--- config.mk ---
export PLATFORM = sky130hd
export DESIGN_NAME = riff_wave_chunk_parser_top
export DESIGN_NICKNAME = d
export VERILOG_FILES = /design/src/design/rwcp_pkg.sv /design/src/design/riff_wave_chunk_parser_top.sv
export SDC_FILE = /design/constraint.sdc
export NUM_CORES = 2
export LEC_CHECK = 0
export BUFFER_PORTS_ARGS = -buffer_cell sky130_fd_sc_hd__buf_2
export CORE_MARGIN = 2
export CORE_UTILIZATION = 30
export CTS_CLUSTER_DIAMETER = 30
export DETAILED_ROUTE_END_ITERATION = 6
export GPL_TIMING_DRIVEN = 0
export PLACE_DENSITY_LB_ADDON = 0.1
export SLEW_MARGIN = 10
export SYNTH_ARGS = -nofsm -noshare
export SYNTH_HDL_FRONTEND = slang
export SYNTH_SLANG_ARGS = --single-unit
export TNS_END_PERCENT = 50
--- constraint.sdc ---
create_clock -name i_clk -period 12.9 [get_ports i_clk]
set_input_delay 2.58 -clock i_clk [delete_from_list [all_inputs] [get_ports i_clk]]
set_output_delay 2.58 -clock i_clk [all_outputs]
set_load 0.05 [all_outputs]
--- src/design/rwcp_pkg.sv ---
// Package for the RIFF/WAVE chunk parser: word types, chunk tags, result kinds.
// No dependencies; imported by riff_wave_chunk_parser_top.
package rwcp_pkg;

    // Four-character codes, first character in the low byte
    localparam logic [31:0] TAG_RIFF = 32'h4646_4952;
    localparam logic [31:0] TAG_WAVE = 32'h4556_4157;
    localparam logic [31:0] TAG_FACT = 32'h7463_6166;
    localparam logic [31:0] TAG_FMT  = 32'h2074_6d66;
    localparam logic [31:0] TAG_DATA = 32'h6174_6164;

    localparam logic [9:0] MS_PER_S = 10'd1000;

    // Result kinds
    localparam logic [2:0] KIND_PCM       = 3'd0;
    localparam logic [2:0] KIND_COMPRESS  = 3'd1;
    localparam logic [2:0] KIND_BAD_RIFF  = 3'd2;
    localparam logic [2:0] KIND_BAD_WAVE  = 3'd3;
    localparam logic [2:0] KIND_NO_DATA   = 3'd4;
    localparam logic [2:0] KIND_ZERO_RATE = 3'd5;

    // Duration divider: quotient width, one bit per step
    localparam int LEN_MS_W  = 42;
    localparam int DIV_STEPS = LEN_MS_W;
    localparam int CNT_W     = $clog2(DIV_STEPS);

    // Input word
    typedef struct packed {
        logic [7:0] byte_in;
        logic       first;
    } t_in_word;

    // Result word
    typedef struct packed {
        logic [2:0]          kind;
        logic [7:0]          pcm_byte;
        logic                last;
        logic [15:0]         format_tag;
        logic [15:0]         channels;
        logic [31:0]         sample_rate;
        logic [31:0]         byte_rate;
        logic [15:0]         block_align;
        logic [15:0]         bits_per_sample;
        logic [31:0]         data_length;
        logic [LEN_MS_W-1:0] length_ms;
    } t_out_word;

    // Parser phase, one-hot
    typedef enum logic [9:0] {
        PH_RIFF = 10'b00_0000_0001,
        PH_RLEN = 10'b00_0000_0010,
        PH_WAVE = 10'b00_0000_0100,
        PH_CTAG = 10'b00_0000_1000,
        PH_CLEN = 10'b00_0001_0000,
        PH_FMT  = 10'b00_0010_0000,
        PH_DATA = 10'b00_0100_0000,
        PH_SKIP = 10'b00_1000_0000,
        PH_PAD  = 10'b01_0000_0000,
        PH_DONE = 10'b10_0000_0000
    } t_phase;

    // Duration sequencer, one-hot
    typedef enum logic [2:0] {
        SQ_IDLE = 3'b001,
        SQ_MUL  = 3'b010,
        SQ_DIV  = 3'b100
    } t_seq;

endpackage

--- src/design/riff_wave_chunk_parser_top.sv ---
// RIFF/WAVE chunk parser top level: byte parser, result register, duration divider.
// Depends on rwcp_pkg for word types, tags, kinds and phase codes.
//
// Takes a WAV file one byte per word and returns at most one result word per byte:
// PCM data bytes, a compressed warning on a fact chunk, a tag or missing-data
// error, or a zero-rate kind on a last byte with byte rate 0. The parser takes
// one byte per cycle unless stalled. The final data byte carries the fmt summary
// and the duration in ms (data_length*1000/byte_rate); at a nonzero byte rate it
// passes a multiply state and a 42-bit restoring divider (one quotient bit per
// cycle), stalling the input meanwhile. Raise first on the first byte of each file.
module riff_wave_chunk_parser_top
    import rwcp_pkg::*;
(
    input  logic      i_clk,
    input  logic      i_rst_n,
    input  logic      i_valid,
    output logic      o_stall,
    input  t_in_word  i_data,
    output logic      o_valid,
    input  logic      i_stall,
    output t_out_word o_data
);

    // Parser state
    t_phase       r_phase, n_phase;
    logic [31:0]  r_fc, n_fc;
    logic [31:0]  r_tag, n_tag;
    logic [31:0]  r_len, n_len;
    logic [31:0]  r_wend, n_wend;
    logic [31:0]  r_walked, n_walked;
    logic [127:0] r_fmt, n_fmt;

    // Result register and duration sequencer
    logic                r_out_valid;
    t_out_word           r_out;
    t_seq                r_seq;
    logic [LEN_MS_W-1:0] r_quo;
    logic [31:0]         r_rem;
    logic [CNT_W-1:0]    r_cnt;

    logic        accept;
    logic        res_valid;
    logic [2:0]  res_kind;
    logic [7:0]  res_byte;
    logic        res_last;
    logic        do_next;
    logic        do_end;
    logic        warn;
    logic        no_data;
    logic [31:0] fc_inc;
    logic [31:0] fc_dec;
    logic [31:0] fmt_idx;
    t_out_word   res_word;

    // Divider step
    logic [32:0] div_trial;
    logic        div_ge;
    logic [31:0] div_rem;

    assign o_stall = (r_seq != SQ_IDLE) || (r_out_valid && i_stall);
    assign accept  = i_valid && !o_stall;
    assign o_valid = r_out_valid;
    assign o_data  = r_out;

    // Byte parser: next state and result for one byte
    always_comb begin
        n_phase   = r_phase;
        n_fc      = r_fc;
        n_tag     = r_tag;
        n_len     = r_len;
        n_wend    = r_wend;
        n_walked  = r_walked;
        n_fmt     = r_fmt;
        res_valid = 1'b0;
        res_kind  = KIND_PCM;
        res_byte  = 8'd0;
        res_last  = 1'b0;
        do_next   = 1'b0;
        do_end    = 1'b0;
        warn      = 1'b0;
        no_data   = 1'b0;
        fmt_idx   = 32'd0;

        if (i_data.first) begin
            n_phase  = PH_RIFF;
            n_fc     = 32'd0;
            n_tag    = 32'd0;
            n_len    = 32'd0;
            n_wend   = 32'd0;
            n_walked = 32'd0;
            n_fmt    = 128'd0;
        end

        // walk counter runs over chunk bytes, saturating
        if ((n_phase == PH_CTAG || n_phase == PH_CLEN || n_phase == PH_FMT ||
             n_phase == PH_DATA || n_phase == PH_SKIP || n_phase == PH_PAD) &&
            n_walked != 32'hFFFF_FFFF) begin
            n_walked = n_walked + 32'd1;
        end

        fc_inc = n_fc + 32'd1;
        fc_dec = n_fc - 32'd1;

        unique case (n_phase)
            PH_RIFF, PH_WAVE: begin
                n_tag = {i_data.byte_in, n_tag[31:8]};
                if (fc_inc < 32'd4) begin
                    n_fc = fc_inc;
                end else begin
                    n_fc = 32'd0;
                    if (n_phase == PH_RIFF) begin
                        if (n_tag != TAG_RIFF) begin
                            n_phase   = PH_DONE;
                            res_valid = 1'b1;
                            res_kind  = KIND_BAD_RIFF;
                        end else begin
                            n_len   = 32'd0;
                            n_phase = PH_RLEN;
                        end
                    end else if (n_tag != TAG_WAVE) begin
                        n_phase   = PH_DONE;
                        res_valid = 1'b1;
                        res_kind  = KIND_BAD_WAVE;
                    end else begin
                        n_fmt    = 128'd0;
                        n_walked = 32'd0;
                        do_next  = 1'b1;
                    end
                end
            end
            PH_RLEN: begin
                n_len = {i_data.byte_in, n_len[31:8]};
                if (fc_inc < 32'd4) begin
                    n_fc = fc_inc;
                end else begin
                    n_fc    = 32'd0;
                    n_wend  = (n_len >= 32'd4) ? n_len - 32'd4 : 32'd0;
                    n_tag   = 32'd0;
                    n_phase = PH_WAVE;
                end
            end
            PH_CTAG: begin
                n_tag = {i_data.byte_in, n_tag[31:8]};
                if (fc_inc < 32'd4) begin
                    n_fc = fc_inc;
                end else begin
                    n_fc    = 32'd0;
                    n_len   = 32'd0;
                    n_phase = PH_CLEN;
                end
            end
            PH_CLEN: begin
                n_len = {i_data.byte_in, n_len[31:8]};
                if (fc_inc < 32'd4) begin
                    n_fc = fc_inc;
                end else begin
                    n_fc = n_len;
                    warn = (n_tag == TAG_FACT);
                    if (n_len != 32'd0) begin
                        if (n_tag == TAG_FMT) begin
                            n_phase = PH_FMT;
                        end else if (n_tag == TAG_DATA) begin
                            n_phase = PH_DATA;
                        end else begin
                            n_phase = PH_SKIP;
                        end
                    end else begin
                        do_end = 1'b1;
                    end
                end
            end
            PH_FMT: begin
                // first sixteen body bytes land in the format field image
                fmt_idx = n_len - n_fc;
                if (fmt_idx < 32'd16) begin
                    n_fmt[{fmt_idx[3:0], 3'b000} +: 8] = i_data.byte_in;
                end
                n_fc = fc_dec;
                if (fc_dec == 32'd0) begin
                    do_end = 1'b1;
                end
            end
            PH_SKIP: begin
                n_fc = fc_dec;
                if (fc_dec == 32'd0) begin
                    do_end = 1'b1;
                end
            end
            PH_PAD: begin
                do_next = 1'b1;
            end
            PH_DATA: begin
                n_fc      = fc_dec;
                res_valid = 1'b1;
                res_byte  = i_data.byte_in;
                if (fc_dec == 32'd0) begin
                    n_phase  = PH_DONE;
                    res_last = 1'b1;
                    res_kind = (n_fmt[95:64] != 32'd0) ? KIND_PCM : KIND_ZERO_RATE;
                end
            end
            PH_DONE: begin
                n_phase = PH_DONE;
            end
            default: begin
                n_phase = PH_DONE;
            end
        endcase

        // end of body: pad byte after odd length, else next chunk
        if (do_end) begin
            if (n_len[0]) begin
                n_phase = PH_PAD;
            end else begin
                do_next = 1'b1;
            end
        end

        // next chunk header, or give up once the walk is spent
        if (do_next) begin
            if (n_walked >= n_wend) begin
                n_phase   = PH_DONE;
                no_data   = 1'b1;
                res_valid = 1'b1;
                res_kind  = KIND_NO_DATA;
            end else begin
                n_phase = PH_CTAG;
                n_fc    = 32'd0;
                n_tag   = 32'd0;
            end
        end

        if (warn && !no_data) begin
            res_valid = 1'b1;
            res_kind  = KIND_COMPRESS;
        end
    end

    // Result word; summary fields only on the last data byte
    always_comb begin
        res_word           = '0;
        res_word.kind      = res_kind;
        res_word.pcm_byte  = res_byte;
        res_word.last      = res_last;
        if (res_last) begin
            res_word.format_tag      = n_fmt[15:0];
            res_word.channels        = n_fmt[31:16];
            res_word.sample_rate     = n_fmt[63:32];
            res_word.byte_rate       = n_fmt[95:64];
            res_word.block_align     = n_fmt[111:96];
            res_word.bits_per_sample = n_fmt[127:112];
            res_word.data_length     = n_len;
        end
    end

    // Restoring divider step: one quotient bit
    assign div_trial = {r_rem, r_quo[LEN_MS_W-1]};
    assign div_ge    = div_trial >= {1'b0, r_out.byte_rate};
    assign div_rem   = div_ge ? 32'(div_trial - {1'b0, r_out.byte_rate}) : div_trial[31:0];

    // Parser registers
    always_ff @(posedge i_clk) begin
        if (!i_rst_n) begin
            r_phase  <= PH_RIFF;
            r_fc     <= 32'd0;
            r_tag    <= 32'd0;
            r_len    <= 32'd0;
            r_wend   <= 32'd0;
            r_walked <= 32'd0;
            r_fmt    <= 128'd0;
        end else if (accept) begin
            r_phase  <= n_phase;
            r_fc     <= n_fc;
            r_tag    <= n_tag;
            r_len    <= n_len;
            r_wend   <= n_wend;
            r_walked <= n_walked;
            r_fmt    <= n_fmt;
        end
    end

    // Result register and duration sequencer control
    always_ff @(posedge i_clk) begin
        if (!i_rst_n) begin
            r_out_valid <= 1'b0;
            r_seq       <= SQ_IDLE;
            r_cnt       <= '0;
        end else begin
            if (r_out_valid && !i_stall) begin
                r_out_valid <= 1'b0;
            end
            unique case (r_seq)
                SQ_IDLE: begin
                    if (accept && res_valid) begin
                        if (res_last && res_word.byte_rate != 32'd0) begin
                            r_seq <= SQ_MUL;
                        end else begin
                            r_out_valid <= 1'b1;
                        end
                    end
                end
                SQ_MUL: begin
                    r_cnt <= '0;
                    r_seq <= SQ_DIV;
                end
                SQ_DIV: begin
                    if (r_cnt == CNT_W'(DIV_STEPS - 1)) begin
                        r_out_valid <= 1'b1;
                        r_seq       <= SQ_IDLE;
                    end else begin
                        r_cnt <= r_cnt + CNT_W'(1);
                    end
                end
                default: begin
                    r_seq <= SQ_IDLE;
                end
            endcase
        end
    end

    // Result payload and divider datapath
    always_ff @(posedge i_clk) begin
        unique case (r_seq)
            SQ_IDLE: begin
                if (accept && res_valid) begin
                    r_out <= res_word;
                end
            end
            SQ_MUL: begin
                r_quo <= LEN_MS_W'(r_out.data_length) * LEN_MS_W'(MS_PER_S);
                r_rem <= 32'd0;
            end
            SQ_DIV: begin
                r_quo <= {r_quo[LEN_MS_W-2:0], div_ge};
                r_rem <= div_rem;
                if (r_cnt == CNT_W'(DIV_STEPS - 1)) begin
                    r_out.length_ms <= {r_quo[LEN_MS_W-2:0], div_ge};
                end
            end
            default: begin
                r_rem <= r_rem;
            end
        endcase
    end

    // Checks
    a_busy_stalls: assert property (@(posedge i_clk) disable iff (!i_rst_n)
        (r_seq != SQ_IDLE) |-> o_stall)
        else $error("input not stalled while duration is computed");

    a_busy_no_result: assert property (@(posedge i_clk) disable iff (!i_rst_n)
        (r_seq != SQ_IDLE) |-> !r_out_valid)
        else $error("result shown before duration is done");

    a_div_done: assert property (@(posedge i_clk) disable iff (!i_rst_n)
        (r_seq == SQ_DIV && r_cnt == CNT_W'(DIV_STEPS - 1)) |=> (r_out_valid && r_out.last))
        else $error("last word not presented after divide");

    a_mul_start: assert property (@(posedge i_clk) disable iff (!i_rst_n)
        (r_seq == SQ_MUL) |=> (r_seq == SQ_DIV && r_cnt == '0))
        else $error("divider did not start after multiply");

endmodule
## Word-level counts from Yosys, hierarchy flattened

Cells that the tools add are included.

| storage, ports and cells | value |
|---|---|
| logic and storage cells | 197 |
| flip-flop bits (word level) | 596 |
| output and inout bits | 216 |

| operators by class | value |
|---|---|
| reductions and logical operators | 33 |
| add/subtract/negate cells | 8 |
| shifts and indexed selects | 2 |
| muxes and demuxes | 101 |
| eq/ne operators | 24 |
| $lt $le $gt $ge | 5 |
| $mul | 1 |

Operator list:

| cell | number |
|---|---|
| 32-bit two-way mux | 25 |
| 128-bit two-way mux | 5 |
| 128-bit one-hot mux with 2 select lines | 1 |
| 32-bit one-hot mux with 3 select lines | 2 |
| 42-bit one-hot mux with 2 select lines | 2 |
| 10-bit two-way mux | 14 |
| 128-bit bitwise mux | 1 |
| 32-bit one-hot mux with 2 select lines | 2 |
| 8-bit by 9-bit variable shift with 128-bit output (first input constant) | 1 |
| 8-bit by 9-bit indexed part select with 128-bit output | 1 |
| 96-bit two-way mux | 1 |
| 32-bit nonzero test | 3 |
| 42-bit two-way mux | 2 |
| 32-bit by 1-bit adder with 32-bit output (second input constant) | 2 |
| 32-bit by 31-bit == test with 1-bit output (second input constant) | 2 |
| 32-bit by 31-bit != test with 1-bit output (second input constant) | 2 |
| 32-bit subtractor | 2 |
| 10-bit one-hot mux with 6 select lines | 1 |
| 32-bit by 7-bit multiplier with 39-bit output (second input constant) | 1 |
| 33-bit by 32-bit greater-or-equal comparator with 1-bit output | 1 |
| 32-bit by 30-bit == test with 1-bit output (second input constant) | 1 |
| 32-bit by 3-bit greater-or-equal comparator with 1-bit output (second input constant) | 1 |
| 32-bit greater-or-equal comparator | 1 |
| 32-bit logical NOT | 1 |
| 40 further kinds | 99 |

## Depth between registers and ports, before layout

| logic depth | value |
|---|---|
| depth after elaboration | 22 |
| mapped depth | 43 |
| gate-level depth less buffers | 31 |

## Worst setup path before layout

Ideal clock, no wire load.

| timing | value |
|---|---|
| path type | input -> register |
| start | input i_data[0] in the netlist's numbering |
| end | register r_seq[0] |
| stages | 41 |
| data arrival time | 13.045 ns |
| slack | -0.475 ns |
| buffers on the path | 15 |
| cell sequence | buf_4 -> buf_6 -> buf_6 -> buf_6 -> buf_2 -> buf_1 -> buf_1 -> clkbuf_1 -> buf_4 -> clkbuf_1 -> clkbuf_1 -> nor2b_1 -> ha_1 -> nand3_1 -> or3_1 -> nor4_2 -> a2111oi_0 -> o32a_1 -> [... 5 more ...] -> clkbuf_1 -> clkbuf_1 -> clkbuf_1 -> nor2_1 -> ha_1 -> a21o_1 -> a21oi_1 -> nor2b_1 -> o21ai_0 -> nand2b_1 -> a21oi_1 -> nor2b_1 -> o21ai_0 -> nand4_1 -> and2_1 -> o31ai_1 -> inv_1 -> o221ai_1 |

| between the ends | value |
|---|---|
| word-level cells in the longest chain between the ends | 22 |
| elaborated cells on any way between the ends | 94 |
| those cells by class | 6 x add/sub; 4 x order compare; 15 x eq/ne; 2 x shift; 50 x mux; 17 x reduce/logical |

RTL lines:

| element | line | text |
|---|---|---|
| from (decl) | riff_wave_chunk_parser_top.sv:18 | `input t_in_word i_data,` |
| branches (longest 12 deep; another with 32-bit by 1-bit adder with 32-bit output) | n/a |  |
| 32-bit two-way mux * | riff_wave_chunk_parser_top.sv:104 | `unique case (n_phase)` |
| net n_walked[18] | riff_wave_chunk_parser_top.sv:30 | `logic [31:0] r_walked, n_walked;` |
| 32-bit greater-or-equal comparator * | riff_wave_chunk_parser_top.sv:221 | `if (n_walked >= n_wend) begin` |
| 1-bit two-way mux | riff_wave_chunk_parser_top.sv:221 |  |
| 1-bit two-way mux | riff_wave_chunk_parser_top.sv:220 | `if (do_next) begin` |
| 1-bit logical NOT | riff_wave_chunk_parser_top.sv:233 | `if (warn && !no_data) begin` |
| 1-bit logical AND | riff_wave_chunk_parser_top.sv:233 |  |
| 1-bit two-way mux * | riff_wave_chunk_parser_top.sv:233 |  |
| 1-bit logical AND * | riff_wave_chunk_parser_top.sv:294 | `if (accept && res_valid) begin` |
| 2-bit != test (no line) * | n/a |  |
| 3-bit AND reduction (no line) * | n/a |  |
| to (signal assigned) | riff_wave_chunk_parser_top.sv:296 | `r_seq <= SQ_MUL;` |
| to (signal assigned) | riff_wave_chunk_parser_top.sv:304 | `r_seq <= SQ_DIV;` |
| to (signal assigned) | riff_wave_chunk_parser_top.sv:309 | `r_seq <= SQ_IDLE;` |
| to (decl) | riff_wave_chunk_parser_top.sv:36 | `t_seq r_seq;` |

Mark *: on every way through the listed nets, which the timed path passes.
A chain may end at the register's enable or synchronous reset.

## Final worst setup path

| timing | value |
|---|---|
| start | input i_data[0] in the netlist's numbering |
| end | register r_out, in the netlist o_data[192], enable pin |

| between the ends | value |
|---|---|
| word-level cells in the longest chain between the ends | 21 |
| elaborated cells on any way between the ends | 76 |
| those cells by class | 4 x add/sub; 3 x order compare; 13 x eq/ne; 41 x mux; 15 x reduce/logical |

RTL lines:

| element | line | text |
|---|---|---|
| branches (longest 12 deep; another with 32-bit by 1-bit adder with 32-bit output) | n/a |  |
| 32-bit two-way mux * | riff_wave_chunk_parser_top.sv:104 |  |
| net n_walked[4] | riff_wave_chunk_parser_top.sv:30 |  |
| 32-bit greater-or-equal comparator * | riff_wave_chunk_parser_top.sv:221 |  |
| 1-bit two-way mux | riff_wave_chunk_parser_top.sv:221 |  |
| 1-bit two-way mux | riff_wave_chunk_parser_top.sv:220 |  |
| 1-bit logical NOT | riff_wave_chunk_parser_top.sv:233 |  |
| 1-bit logical AND | riff_wave_chunk_parser_top.sv:233 |  |
| 1-bit two-way mux * | riff_wave_chunk_parser_top.sv:233 |  |
| 1-bit logical AND * | riff_wave_chunk_parser_top.sv:325 | `if (accept && res_valid) begin` |
| 2-bit AND reduction (no line) * | n/a |  |
| to (signal assigned) | riff_wave_chunk_parser_top.sv:326 | `r_out <= res_word;` |
| to (decl) | riff_wave_chunk_parser_top.sv:35 | `t_out_word r_out;` |

Marked as above.

==> run_results.csv <==
group,metric,value,unit
setup_path,end_kind,"flip-flop",
logic_synthesis,syn-instance-count,4316,
hold_path,min_from,"r_fmt[0]",
detailed_routing,drt_iter0_drc,3263,
placement,dp_slack,-3.978,ns
clock_network,clk_path_buf_depth,3,
sta,finalCritPeriodShare,0.9907,
layout,syn_to_final_growth,24.55,%
detailed_routing,dr.pass1.iters,7,
die,die_w,362.8,um
logic_synthesis,synth_top_cells_by_area,"edfxtp_1 22%, dfxtp_1 16%, fa_1 6.2%",
logic_synthesis,seq_area_frac_synth,0.3835,
setup_path,r2r-start,"r_fc[0]",
die,start_util,0.3025,
logic_synthesis,syn-mean-instance-area,8.949,um2
clock_network,clock_sinks,596,
sta,period_minus_slack,12.78,ns
sta,finClkSkew,0.02760,ns
detailed_routing,drc,1,
logic_synthesis,yosys.cell_types.count,103,
placement,place_congestion,0.9290,
sta,fin_hold_ws,0.4509,ns
layout,finalNetCount,5049,
sta,tightest_slew,1.415,ns
sta,max_freq,0.07825,GHz
pwr,total_power,7.562,mW
detailed_routing,vias,35320,
clock_network,tritoncts,"built",
setup_path,critPathMaxStageDelay,0.56,ns
logic_synthesis,ys.flop_type,"dfxtp_1",
setup_path,ff2ff_path_depth,32,
setup_path,crit_type,"input pin to flip-flop",
setup_path,slowest_stage,"clkdlybuf4s15_2",
clock_network,clk_latency,0.77,ns
setup_path,cp_max_fo,38,
global_route,grt_max_degree,39,
logic_synthesis,synth_edf_count,288,
logic_synthesis,yosysTopAreaCellShare,0.2239,
logic_synthesis,yosys_warnings,0,
die,core,0.1277,mm2
sta,timing.final.ws_setup,0.1199,ns
clock_network,htree_levels,4,
pwr,peakVddDrop,0.0001020,V
sta,setup_viol,0,
die,die-height,362.8,um
global_route,first_global_vias,34130,
job,maxCapViolations,0,
pwr,p_leak,17.21,nW
outcome,status,"complete, but fails checks",
global_route,grt_overflow,0,
outcome,violations,"DRC",
clock_network,cts-root-buf,"clkbuf_16",
logic_synthesis,synth.ff_latch_count,596,
clock_network,cts_buffers,168,
hold_path,whs_endpoint,"r_fmt[0]",
detailed_routing,routed_wl,155700,um
sta,grt_setup_unrepaired,"false",
layout,layout-drive-gt1-share,0.1311,
sta,slew_viol_final,0,
die,row_count,131,
placement,place.port_buffers,226,
setup_path,required,13.39,ns
global_route,antenna_found_initial,5,
sta,worst_slew_margin_rel,0.04806,
clock_network,path_clk_slew,0.04,ns
detailed_routing,avgViaCountPerCell,5.409,
pwr,pwr_density_cell,157.2,mW/mm2
sta,hold_viol,0,
setup_path,crit_path_start_kind,"input pin",
detailed_routing,wl_per_cell,23.84,um
hold_path,holdPathStages,2,
hold_path,hp-class,"flip-flop to flip-flop",
setup_path,r2r-end,"o_data[192]",
die,die_area,0.1316,mm2
placement,place_hpwl,117700,um
setup_path,r2r_setup_slack,3.79,ns
setup_path,worstPathArrival,13.27,ns
logic_synthesis,netlist_area,0.03862,mm2
layout,post-route-util,0.3768,
logic_synthesis,yosys.area.top_type,"edfxtp_1",
global_route,grt_usage,0.2319,
die,io-pin-count,229,
logic_synthesis,synth_nets,4639,
layout,mostFrequentLayoutCells,"632 x nor2_1, 368 x nand2_1, 308 x dfxtp_1",
logic_synthesis,async_flop_share,0,
global_route,grt_pass1_wl,228200,um
detailed_routing,antenna_left,0,
layout,layout_commonest_cell,"nor2_1",
[what timing repair did]
item	in CTS	in global routing
setup buffers	4	1
gates resized for setup	27	2
pin swaps	2	1
hold buffers	0	0
endpoints found under the setup margin	488	161
[critical path, delay by kind of cell]
kind                     cells  cell delay, ns
adder cells (fa/ha/maj)      2            0.49
AO/OA/AOI/OAI               10            2.51
AND/OR/NAND/NOR             10            2.76
buffers and inverters       18            4.77
[kinds of logic after synthesis]
family	Yosys count	synth area share
and+or+nand+nor	1760	0.2212
AOI/OAI and AO/OA	1021	0.1800
DFF	596	0.3835
buffers and inverters	420	0.04214
adders and majority gates	310	0.1237
xor gates and xnor gates	161	0.03670
muxes	48	0.01267
[layout make-up]
cell class                      count  area [um2]
Clock inverter                    100        1270
Sequential cell                   596       14810
Buffer                            299        1219
Multi-Input combinational cell   3300       22310
Clock buffer                      209        4593
Timing Repair Buffer              242        1371
Antenna cell                        2       5.005
Inverter                          119       450.4
Fill cell                       13020       79580
Tap cell                         1662        2079
[report_power, final]
part,total (mW),internal [mW],switching [mW]
clock network,4.26,2.96,1.30
logic,1.22,0.475,0.748
registers,2.08,2.05,0.0254
[metrics by stage]
stage	std cells	TNS, ns	area [um2]
floorplan	4316	0	38640
global route	6527	0	48100
finish	6529	0	48110
global placement	6204	-2033.77	41850
detailed placement	6215	-1342.08	42100
CTS	6527	0	48070
[metal layers]
layer  track usage  part of all wire  wire length (um)
met1        0.3260              0.47             72500
met2        0.3559              0.44             68450
met3       0.03745             0.060              9279
met4       0.08689             0.035              5441
met5             0                 0                 0
[synthesized netlist by cell type, types with 12 or more instances]
master and count:
nor2_1 633, nand2_1 369, dfxtp_1 308, edfxtp_1 288
a21oi_1 283, a22oi_1 280, clkbuf_1 264, ha_1 190
nand3_1 142, fa_1 120, inv_1 116, and2_1 106
nor3_1 103, xnor2_1 99, o21ai_0 97, a21o_1 88
nor2b_1 81, xor2_1 61, a211oi_1 59, nand4_1 51
nand2b_1 49, nor4_1 42, mux2i_1 41, and3_1 31
a31oi_1 30, a221o_1 19, or3_1 19, or4_1 18
buf_1 17, nor3b_1 17, o21a_1 16, nor4b_1 15
buf_2 14, o21bai_1 14, o31ai_1 14, nand3b_1 13
o211ai_1 13, or2_2 12
[worst max-delay path by stage]
stage,from,end,slack [ns],cells past startpoint
2_1_floorplan,i_data[0],o_data[100],0.03,40
3_3_place_gp,i_data[0],o_data[186],-7.21,38
3_5_place_dp,i_data[0],o_data[189],-3.98,41
4_1_cts,i_data[0],o_data[189],0.04,42
5_1_grt,i_data[0],o_data[141],0.03,42
6_report,i_data[0],o_data[192],0.12,40
[state kept, by name, summed over array words and instances (netlist names)]
register	flops
r_phase	10
r_quo	42
r_len	32
r_walked	32
o_valid	1
o_data	214
r_cnt	6
r_seq	3
r_rem	32
r_wend	32
r_fc	32
r_fmt	128
r_tag	32
Power figures use the tool's default switching activity.
